**src/sv/sha256_stream_hasher_defines.svh**
```systemverilog
// Assertion macros shared by the SHA-256 stream hasher RTL.
// Expects clk and rst_n in the scope where a macro is used.
`ifndef SHA256_STREAM_HASHER_DEFINES_SVH
`define SHA256_STREAM_HASHER_DEFINES_SVH

// Same-cycle implication, disabled during reset.
`define SHA_ASSERT_NOW(lbl, ante, cons, msg) \
  lbl: assert property (@(posedge clk) disable iff (!rst_n) (ante) |-> (cons)) \
    else $error(msg);

// Next-cycle implication, disabled during reset.
`define SHA_ASSERT_NEXT(lbl, ante, cons, msg) \
  lbl: assert property (@(posedge clk) disable iff (!rst_n) (ante) |=> (cons)) \
    else $error(msg);

`endif

```
**src/sv/sha256_pkg.sv**
```systemverilog
// Shared types, constants and round functions for the SHA-256 stream hasher.
// No dependencies; imported by the schedule, round and top modules.
`timescale 1ns / 1ps

package sha256_pkg;

  typedef logic [31:0]       word_t;
  typedef logic [7:0][31:0]  hash_t;   // index 0 = a / H0

  // input item kinds (in_tuser)
  localparam logic MODE_BYTE   = 1'b0;
  localparam logic MODE_FINISH = 1'b1;

  localparam hash_t IV_HASH = {
    32'h5be0cd19, 32'h1f83d9ab, 32'h9b05688c, 32'h510e527f,
    32'ha54ff53a, 32'h3c6ef372, 32'hbb67ae85, 32'h6a09e667
  };

  // schedule window control
  typedef struct packed {
    logic       push;       // shift one byte into the block
    logic [7:0] push_data;
    logic       step;       // advance message schedule one round
  } sched_ctl_t;

  // round unit control
  typedef struct packed {
    logic load;             // copy chaining words into a..h
    logic step;             // run one round
  } round_ctl_t;

  function automatic word_t big_s0(input word_t x);
    big_s0 = {x[1:0], x[31:2]} ^ {x[12:0], x[31:13]} ^ {x[21:0], x[31:22]};
  endfunction

  function automatic word_t big_s1(input word_t x);
    big_s1 = {x[5:0], x[31:6]} ^ {x[10:0], x[31:11]} ^ {x[24:0], x[31:25]};
  endfunction

  function automatic word_t sml_s0(input word_t x);
    sml_s0 = {x[6:0], x[31:7]} ^ {x[17:0], x[31:18]} ^ {3'b000, x[31:3]};
  endfunction

  function automatic word_t sml_s1(input word_t x);
    sml_s1 = {x[16:0], x[31:17]} ^ {x[18:0], x[31:19]} ^ {10'd0, x[31:10]};
  endfunction

  function automatic word_t f_ch(input word_t e, input word_t f, input word_t g);
    f_ch = (e & f) ^ (~e & g);
  endfunction

  function automatic word_t f_maj(input word_t a, input word_t b, input word_t c);
    f_maj = (a & b) ^ (a & c) ^ (b & c);
  endfunction

  function automatic word_t round_k(input logic [5:0] r);
    case (r)
      6'd0:  round_k = 32'h428a2f98;  6'd1:  round_k = 32'h71374491;
      6'd2:  round_k = 32'hb5c0fbcf;  6'd3:  round_k = 32'he9b5dba5;
      6'd4:  round_k = 32'h3956c25b;  6'd5:  round_k = 32'h59f111f1;
      6'd6:  round_k = 32'h923f82a4;  6'd7:  round_k = 32'hab1c5ed5;
      6'd8:  round_k = 32'hd807aa98;  6'd9:  round_k = 32'h12835b01;
      6'd10: round_k = 32'h243185be;  6'd11: round_k = 32'h550c7dc3;
      6'd12: round_k = 32'h72be5d74;  6'd13: round_k = 32'h80deb1fe;
      6'd14: round_k = 32'h9bdc06a7;  6'd15: round_k = 32'hc19bf174;
      6'd16: round_k = 32'he49b69c1;  6'd17: round_k = 32'hefbe4786;
      6'd18: round_k = 32'h0fc19dc6;  6'd19: round_k = 32'h240ca1cc;
      6'd20: round_k = 32'h2de92c6f;  6'd21: round_k = 32'h4a7484aa;
      6'd22: round_k = 32'h5cb0a9dc;  6'd23: round_k = 32'h76f988da;
      6'd24: round_k = 32'h983e5152;  6'd25: round_k = 32'ha831c66d;
      6'd26: round_k = 32'hb00327c8;  6'd27: round_k = 32'hbf597fc7;
      6'd28: round_k = 32'hc6e00bf3;  6'd29: round_k = 32'hd5a79147;
      6'd30: round_k = 32'h06ca6351;  6'd31: round_k = 32'h14292967;
      6'd32: round_k = 32'h27b70a85;  6'd33: round_k = 32'h2e1b2138;
      6'd34: round_k = 32'h4d2c6dfc;  6'd35: round_k = 32'h53380d13;
      6'd36: round_k = 32'h650a7354;  6'd37: round_k = 32'h766a0abb;
      6'd38: round_k = 32'h81c2c92e;  6'd39: round_k = 32'h92722c85;
      6'd40: round_k = 32'ha2bfe8a1;  6'd41: round_k = 32'ha81a664b;
      6'd42: round_k = 32'hc24b8b70;  6'd43: round_k = 32'hc76c51a3;
      6'd44: round_k = 32'hd192e819;  6'd45: round_k = 32'hd6990624;
      6'd46: round_k = 32'hf40e3585;  6'd47: round_k = 32'h106aa070;
      6'd48: round_k = 32'h19a4c116;  6'd49: round_k = 32'h1e376c08;
      6'd50: round_k = 32'h2748774c;  6'd51: round_k = 32'h34b0bcb5;
      6'd52: round_k = 32'h391c0cb3;  6'd53: round_k = 32'h4ed8aa4a;
      6'd54: round_k = 32'h5b9cca4f;  6'd55: round_k = 32'h682e6ff3;
      6'd56: round_k = 32'h748f82ee;  6'd57: round_k = 32'h78a5636f;
      6'd58: round_k = 32'h84c87814;  6'd59: round_k = 32'h8cc70208;
      6'd60: round_k = 32'h90befffa;  6'd61: round_k = 32'ha4506ceb;
      6'd62: round_k = 32'hbef9a3f7;  6'd63: round_k = 32'hc67178f2;
      default: round_k = 32'h0;
    endcase
  endfunction

endpackage

```
**src/sv/sha256_stream_hasher.sv**
```systemverilog
// Top level of the streaming SHA-256 hasher: sequencer, chaining words, counters.
// Depends on sha256_pkg, sha256_sched, sha256_round, sha256_stream_hasher_defines.svh.
//
//  channel | dir | tdata                                  | tuser      | tlast
//  --------+-----+----------------------------------------+------------+-----------
//  in_     | in  | [7:0] data_byte                        | [0] mode   | -
//  out_    | out | [31:0] digest_word, [34:32] word_index | -          | last
//
// Sequence: message bytes are taken back to back while idle; the 64th byte of a block
// starts 64 rounds and then the feed-forward, on the single shared round unit.
// Finish: pad bytes (0x80, zeros to offset 56, 8 length bytes) go in one by one, each
// compressed block (one or two) runs its rounds and feed-forward, then 8 digest transfers.
// Reset: synchronous, active low; chaining words return to the initial hash.
// Stalls: in_tready is low from a block's last byte or a finish until the
// block is back in idle; a stalled digest word holds on out_tdata.
`timescale 1ns / 1ps
`include "sha256_stream_hasher_defines.svh"

module sha256_stream_hasher import sha256_pkg::*; (
  input  logic        clk,
  input  logic        rst_n,
  input  logic        in_tvalid,
  output logic        in_tready,
  input  logic [7:0]  in_tdata,   // [7:0] data_byte
  input  logic        in_tuser,   // [0] mode
  output logic        out_tvalid,
  input  logic        out_tready,
  output logic [39:0] out_tdata,  // [31:0] digest_word, [34:32] word_index, zero fill
  output logic        out_tlast
);

  // sequencer states
  localparam logic [2:0] ST_IDLE  = 3'd0;  // taking message bytes
  localparam logic [2:0] ST_PAD   = 3'd1;  // 0x80 then zeros up to offset 56
  localparam logic [2:0] ST_LEN   = 3'd2;  // 64-bit big-endian bit length
  localparam logic [2:0] ST_ROUND = 3'd3;  // 64 compression rounds
  localparam logic [2:0] ST_ADD   = 3'd4;  // feed-forward into chaining words
  localparam logic [2:0] ST_OUT   = 3'd5;  // emit digest words

  logic [2:0]  state_r, state_nxt;
  logic [5:0]  fill_r, fill_nxt;      // bytes held in the block
  logic [63:0] msg_cnt_r, msg_cnt_nxt;
  logic [63:0] bits_r, bits_nxt;      // length field, shifted out MSB first
  logic [5:0]  rnd_r, rnd_nxt;
  logic [2:0]  idx_r, idx_nxt;
  logic        fin_r, fin_nxt;        // finish in progress
  logic        first_r, first_nxt;    // next pad byte is the 0x80 marker
  logic        len_done_r, len_done_nxt;
  hash_t       chain_r, chain_nxt;

  sched_ctl_t  sctl;
  round_ctl_t  rctl;
  word_t       w_cur;
  hash_t       vars;
  logic        in_xfer;
  logic        out_xfer;

  assign in_tready  = (state_r == ST_IDLE);
  assign out_tvalid = (state_r == ST_OUT);
  assign out_tlast  = (idx_r == 3'd7);
  assign out_tdata  = {5'd0, idx_r, chain_r[0]};
  assign in_xfer    = in_tvalid && in_tready;
  assign out_xfer   = out_tvalid && out_tready;

  sha256_sched u_sched (
    .clk   (clk),
    .ctl   (sctl),
    .w_cur (w_cur)
  );

  sha256_round u_round (
    .clk   (clk),
    .ctl   (rctl),
    .chain (chain_r),
    .w_cur (w_cur),
    .k_cur (round_k(rnd_r)),
    .vars  (vars)
  );

  always_comb begin
    state_nxt    = state_r;
    fill_nxt     = fill_r;
    msg_cnt_nxt  = msg_cnt_r;
    bits_nxt     = bits_r;
    rnd_nxt      = rnd_r;
    idx_nxt      = idx_r;
    fin_nxt      = fin_r;
    first_nxt    = first_r;
    len_done_nxt = len_done_r;
    chain_nxt    = chain_r;
    sctl         = '0;
    rctl         = '0;

    case (state_r)
      ST_IDLE: begin
        if (in_xfer) begin
          if (in_tuser == MODE_FINISH) begin
            bits_nxt  = {msg_cnt_r[60:0], 3'b000};  // byte count times 8, wraps
            fin_nxt   = 1'b1;
            first_nxt = 1'b1;
            state_nxt = ST_PAD;
          end else begin
            sctl.push      = 1'b1;
            sctl.push_data = in_tdata;
            msg_cnt_nxt    = msg_cnt_r + 64'd1;
            fill_nxt       = fill_r + 6'd1;
            if (fill_r == 6'd63) begin
              rctl.load = 1'b1;
              rnd_nxt   = 6'd0;
              state_nxt = ST_ROUND;
            end
          end
        end
      end

      ST_PAD: begin
        sctl.push      = 1'b1;
        sctl.push_data = first_r ? 8'h80 : 8'h00;
        first_nxt      = 1'b0;
        fill_nxt       = fill_r + 6'd1;
        if (fill_r == 6'd55) begin
          state_nxt = ST_LEN;
        end else if (fill_r == 6'd63) begin
          // marker spilled past offset 56: compress, then pad a second block
          rctl.load = 1'b1;
          rnd_nxt   = 6'd0;
          state_nxt = ST_ROUND;
        end
      end

      ST_LEN: begin
        sctl.push      = 1'b1;
        sctl.push_data = bits_r[63:56];
        bits_nxt       = {bits_r[55:0], 8'h00};
        fill_nxt       = fill_r + 6'd1;
        if (fill_r == 6'd63) begin
          len_done_nxt = 1'b1;
          rctl.load    = 1'b1;
          rnd_nxt      = 6'd0;
          state_nxt    = ST_ROUND;
        end
      end

      ST_ROUND: begin
        sctl.step = 1'b1;
        rctl.step = 1'b1;
        rnd_nxt   = rnd_r + 6'd1;
        if (rnd_r == 6'd63) begin
          state_nxt = ST_ADD;
        end
      end

      ST_ADD: begin
        for (int j = 0; j < 8; j++) begin
          chain_nxt[j] = chain_r[j] + vars[j];
        end
        if (len_done_r) begin
          idx_nxt   = 3'd0;
          state_nxt = ST_OUT;
        end else if (fin_r) begin
          state_nxt = ST_PAD;
        end else begin
          state_nxt = ST_IDLE;
        end
      end

      ST_OUT: begin
        if (out_xfer) begin
          chain_nxt = {chain_r[0], chain_r[7:1]};  // next word to position 0
          idx_nxt   = idx_r + 3'd1;
          if (idx_r == 3'd7) begin
            chain_nxt    = IV_HASH;
            msg_cnt_nxt  = 64'd0;
            fin_nxt      = 1'b0;
            len_done_nxt = 1'b0;
            state_nxt    = ST_IDLE;
          end
        end
      end

      default: begin
        state_nxt = ST_IDLE;
      end
    endcase
  end

  always_ff @(posedge clk) begin
    if (!rst_n) begin
      state_r    <= ST_IDLE;
      fill_r     <= 6'd0;
      msg_cnt_r  <= 64'd0;
      rnd_r      <= 6'd0;
      idx_r      <= 3'd0;
      fin_r      <= 1'b0;
      first_r    <= 1'b0;
      len_done_r <= 1'b0;
      chain_r    <= IV_HASH;
    end else begin
      state_r    <= state_nxt;
      fill_r     <= fill_nxt;
      msg_cnt_r  <= msg_cnt_nxt;
      rnd_r      <= rnd_nxt;
      idx_r      <= idx_nxt;
      fin_r      <= fin_nxt;
      first_r    <= first_nxt;
      len_done_r <= len_done_nxt;
      chain_r    <= chain_nxt;
    end
  end

  always_ff @(posedge clk) begin
    bits_r <= bits_nxt;
  end

  // the last round (rnd_r 63) is always followed by the feed-forward
  `SHA_ASSERT_NEXT(a_round_end, (state_r == ST_ROUND) && (rnd_r == 6'd63), state_r == ST_ADD, "round count overran")
  // length bytes only ever go to offsets 56..63
  `SHA_ASSERT_NOW(a_len_slot, state_r == ST_LEN, fill_r[5:3] == 3'b111, "length byte out of place")
  // digest is only emitted after the length block was compressed
  `SHA_ASSERT_NOW(a_out_final, out_tvalid, len_done_r && fin_r && (fill_r == 6'd0), "digest before final block")
  // after the last digest word the block is idle with a fresh message count
  `SHA_ASSERT_NEXT(a_out_done, out_xfer && out_tlast, (state_r == ST_IDLE) && (msg_cnt_r == 64'd0), "no return to idle")

endmodule

```
**src/sv/sha256_sched.sv**
```systemverilog
// Block buffer and rolling message schedule (one 512-bit shift line).
// Depends on sha256_pkg.
`timescale 1ns / 1ps

module sha256_sched import sha256_pkg::*; (
  input  logic       clk,
  input  sched_ctl_t ctl,
  output word_t      w_cur
);

  // word j of the window sits at blk_r[511-32*j -: 32]; word 0 is W[t]
  logic [511:0] blk_r;
  logic [511:0] blk_nxt;
  word_t        w_new;

  assign w_cur = blk_r[511:480];

  // W[t+16] = s1(W[t+14]) + W[t+9] + s0(W[t+1]) + W[t]
  assign w_new = sml_s1(blk_r[63:32]) + blk_r[223:192] + sml_s0(blk_r[479:448])
               + blk_r[511:480];

  always_comb begin
    blk_nxt = blk_r;
    if (ctl.push) begin
      blk_nxt = {blk_r[503:0], ctl.push_data};
    end else if (ctl.step) begin
      blk_nxt = {blk_r[479:0], w_new};
    end
  end

  always_ff @(posedge clk) begin
    blk_r <= blk_nxt;
  end

endmodule

```
**src/sv/sha256_round.sv**
```systemverilog
// Shared compression round unit: working variables a..h and one round per step.
// Depends on sha256_pkg.
`timescale 1ns / 1ps

module sha256_round import sha256_pkg::*; (
  input  logic       clk,
  input  round_ctl_t ctl,
  input  hash_t      chain,
  input  word_t      w_cur,
  input  word_t      k_cur,
  output hash_t      vars
);

  hash_t vars_r;
  hash_t vars_nxt;
  word_t t1;
  word_t t2;

  assign vars = vars_r;

  assign t1 = vars_r[7] + big_s1(vars_r[4]) + f_ch(vars_r[4], vars_r[5], vars_r[6])
            + k_cur + w_cur;
  assign t2 = big_s0(vars_r[0]) + f_maj(vars_r[0], vars_r[1], vars_r[2]);

  always_comb begin
    vars_nxt = vars_r;
    if (ctl.load) begin
      vars_nxt = chain;
    end else if (ctl.step) begin
      vars_nxt[7] = vars_r[6];
      vars_nxt[6] = vars_r[5];
      vars_nxt[5] = vars_r[4];
      vars_nxt[4] = vars_r[3] + t1;
      vars_nxt[3] = vars_r[2];
      vars_nxt[2] = vars_r[1];
      vars_nxt[1] = vars_r[0];
      vars_nxt[0] = t1 + t2;
    end
  end

  always_ff @(posedge clk) begin
    vars_r <= vars_nxt;
  end

endmodule
```
**config.mk**
```make
export PLATFORM = sky130hd
export DESIGN_NAME = sha256_stream_hasher
export DESIGN_NICKNAME = d
export VERILOG_FILES = /design/src/sv/sha256_pkg.sv /design/src/sv/sha256_stream_hasher.sv /design/src/sv/sha256_sched.sv /design/src/sv/sha256_round.sv
export VERILOG_INCLUDE_DIRS = /design/src /design/src/sv
export SDC_FILE = /design/constraint.sdc
export NUM_CORES = 2
export LEC_CHECK = 0
export BUFFER_PORTS_ARGS = -buffer_cell sky130_fd_sc_hd__buf_2
export CORE_MARGIN = 4
export CORE_UTILIZATION = 50
export CTS_CLUSTER_DIAMETER = 50
export DETAILED_ROUTE_END_ITERATION = 6
export HOLD_SLACK_MARGIN = 0.06
export PLACE_DENSITY = 0.68
export SLEW_MARGIN = 25
export SYNTH_ARGS = -nofsm -noshare
export SYNTH_HDL_FRONTEND = slang
export SYNTH_SLANG_ARGS = --single-unit
```
**constraint.sdc**
```tcl
create_clock -name clk -period 32.5 [get_ports clk]
set_input_delay 9.75 -clock clk [delete_from_list [all_inputs] [get_ports clk]]
set_output_delay 9.75 -clock clk [all_outputs]
set_load 0.03 [all_outputs]
```
==> summary.txt <==
Status
  – Status: complete, but fails checks
  – Violated checks: DRC

Die
  – Area of the core: 154800 um2
  – Num ports: 56
  – Die width: 403.4 um
  – Row cnt: ~140
  – Die area: 162700 um2
  – Die Ht: 403.4 um
  – Initial core utilization: between 50 and 60%

Pwr
  – PD cells: 87.07 nW/um2
  – Pint: 0.004407 W
  – VDD IR max: 0.1029 mV
  – Sw Pwr: 0.002981 W
  – Seq pwr share: 29.6%
  – Logic pwr share: 46.7%
  – Leakage: 35.80 nW
  – Clock Power Share: a little under a quarter
  – Sw frac: 40.35%

Placed design
  – Dpl ws: 16.83 ns
  – Cell Area, Placed: 79550 um2
  – Placed Cells: 10530
  – Hpwl dp: 170.8 mm
  – Gpl congestion: 0.9923
  – Port Buf Inserts: 50

Synth
  – Asr flop ratio synth: 0%
  – Synth unique cells: 94
  – Mapped cell area: 78170 um2
  – Synth warn: 0
  – Gate Count Post-Synth: roughly 8900
  – Synth Area per Inst: around 8.8 um2
  – Synth area leaders: edfxtp_1 (32%), nand2_1 (11%), dfxtp_1 (9.5%)
  – Most frequent cell after synthesis: nand2_1
  – Seq/Total Area, Yosys: 41.32%
  – Post-synth top cells: nand2_1 (2382), edfxtp_1 (829), a21oi_1 (539), nor2_1 (487), o21ai_0 (483)
  – Synth top area share: between 30% and 40%
  – #FFs+latches synth: 1199
  – Post-synth top area cell: edfxtp_1
  – Post-synth EDFFs: 829
  – Dominant synthesized flop cell: edfxtp_1

Setup path
  – FF-to-FF path depth: 32
  – Kind of critical path: in -> reg
  – Critical Path End Type: flop
  – Crit path arrival time: 15.67 ns
  – Startpoint types: primary input
  – Crit path max fanout: 55
  – CP required: 33.20 ns

GRT
  – First-pass GRT wire length: roughly 370 mm
  – Congestion Overflow GR: 0
  – Number of global-route vias before repair: 60850
  – Total global-route track usage: about 29%
  – Largest net degree at the start of global routing: between 200 and 250
  – Initial antenna violation count: 3

STA
  – RSZ-0062 raised after global routing: no
  – Fmax: 66.81 MHz
  – Max Slew Vio Count: 0
  – Period utilization: 46.05%
  – Final worst slack: 17.53 ns
  – Worst Tran Pin Value: between 1 and 1.5 ns
  – Slew margin rel.: 22.07%
  – Clock Skew: 0.03657 ns
  – Tmin final: 14.97 ns
  – Setup violators final: 0
  – Fin Setup TNS: 0 ns
  – Final hold violations: 0

Clock tree
  – CTS tree: yes
  – Insertion delay to the later sink of the worst-skew pair: about 0.81 ns
  – CTS root buf: clkbuf_16
  – Max H-tree Level: 4
  – Clock Path Buffers: 3
  – Post_cts resized: 0
  – Clk sink count: 1199
  – Clock buffer count from CTS: between 150 and 200
  – Setup Fix Bufs, Post-CTS: 0
  – Clk slew on worst S/H paths: about 0.060 ns
  – Cts hold-fix bufs: 0

Detailed routing
  – DRT Pass-1 Iters: 7
  – Remaining DRCs: 5
  – DR WL/cell: 22.82 um
  – Final wirelength: ~250 mm
  – Via density: around 6.0
  – Routed via count: 65170
  – Number of DRC markers in iteration 0: roughly 7000
  – Final ANT Viol Nets: 0

Layout
  – Layout filler cell count: roughly 14000
  – Finished Layout Cells: 10820
  – Share of cells above drive strength 1: 5.537%
  – P&R area growth vs syn: 8.557%
  – Nets: 9248
  – Cell area after layout: 84860 um2
  – Fin util: approximately 55%

Flow run
  – Max-cap viol count: 0

Hold path
  – Worst min path class: reg -> reg
  – Hold-critical path depth: 2
per-stage QoR:
stage	hold slack, ns	total power, W
global route	0.5156	0.007851
CTS	0.4870	0.007357
floorplan	0.4409	0.004704
global placement	0.4647	0.005500
detailed placement	0.4794	0.005573
finish	0.4805	0.007388
cell type report:
class | instances | area, um2 | share of cell area (%)
diodes | 1 | 2.502 | 0.002949
clock buffers | 207 | 4355 | 5.133
clock inverters | 85 | 878.3 | 1.035
inverters | 405 | 1529 | 1.802
multi-input cells | 6752 | 42220 | 49.76
flip-flops and latches | 1199 | 32300 | 38.07
well taps | 2044 | 2557 | 3.014
repair buffers | 130 | 1007 | 1.187
worst paths after layout:
path / from / to / slack [ns]
worst max register to register: u_round.vars[135]$_DFFE_PP_ / u_round.vars[31]$_DFFE_PP_ / 22.79
worst max-delay path: in_tuser / u_round.k_cur[8]$_DFF_P_ / 17.53
worst min register to register: msg_cnt_r[19]$_SDFFE_PN0P_ / msg_cnt_r[19]$_SDFFE_PN0P_ / 0.48
worst min-delay path: msg_cnt_r[19]$_SDFFE_PN0P_ / msg_cnt_r[19]$_SDFFE_PN0P_ / 0.48
flip-flops by register name, indices dropped and copies added, names as in the netlist, 32 cells and up:
register	count
msg_cnt_r	61
chain_r	224
u_sched.blk_r	512
u_round.vars	256
out_tdata	32
u_round.k_cur	32
bits_r	61
per-layer routing:
| metal | vias up | global-route usage (%) | part of all wire (%) |
|---|---|---|---|
| li1 | 30330 | - | - |
| met1 | 31420 | 41.69 | 43 |
| met2 | 2886 | 44.21 | 43 |
| met3 | 532 | 5.524 | 9.1 |
| met4 | 0 | 12.00 | 4.5 |
| met5 | - | 0 | 0 |
layout by cell type (no fill, tap or decap), types with 18 or more instances in the layout:
master	count
o22ai_1	49
clkbuf_1	34
buf_2	49
o211ai_1	64
xnor2_1	380
ha_1	393
o21ai_0	483
a22oi_1	18
o221ai_1	31
o31ai_1	26
nand2_1	2378
nor2_1	483
a21oi_1	539
o21a_1	69
nor3_1	141
inv_1	398
buf_4	67
a311oi_1	28
mux2_2	50
o21bai_1	46
or3_1	44
nand2b_1	70
and3_1	48
o311ai_0	72
and2_1	21
a211oi_1	56
clkinv_1	20
nand4_1	48
a221oi_1	60
nor2b_1	55
fa_1	195
dfxtp_1	370
a31oi_1	53
mux2i_1	38
nand3_1	142
clkbuf_16	164
xor2_1	238
a21o_1	179
edfxtp_1	829
power by group through the flow:
stage	logic, W	registers [W]	clock network, W
2_1_floorplan	0.00255	0.00215	0
3_3_place_gp	0.00329	0.00221	0
3_5_place_dp	0.00336	0.00221	0
4_1_cts	0.00339	0.00218	0.00178
5_1_grt	0.00381	0.00220	0.00185
6_report	0.00345	0.00218	0.00175
critical path: stages:
cell	delay (ns)
buf_2	0.13
nor4b_1	0.47
o211ai_1	0.21
a221oi_4	0.24
buf_4	0.65
o21ai_0	0.17
nand2_1	0.82
clkinv_1	0.90
ha_1	0.76
nor2_1	0.79
a21oi_1	0.12
a211oi_1	0.37
o32ai_1	0.13
a31oi_1	0.14
cell families after synthesis:
family	after synthesis	share of synthesized area (%)
mux	88	1.207
other cells	1	0.004797
buf+inv	970	4.855
simple gates	3515	18.63
compound gates	1933	15.70
flops	1199	41.32
fa+ha+maj	593	11.35
xor+xnor	618	6.925
Power figures use the tool's default switching activity.
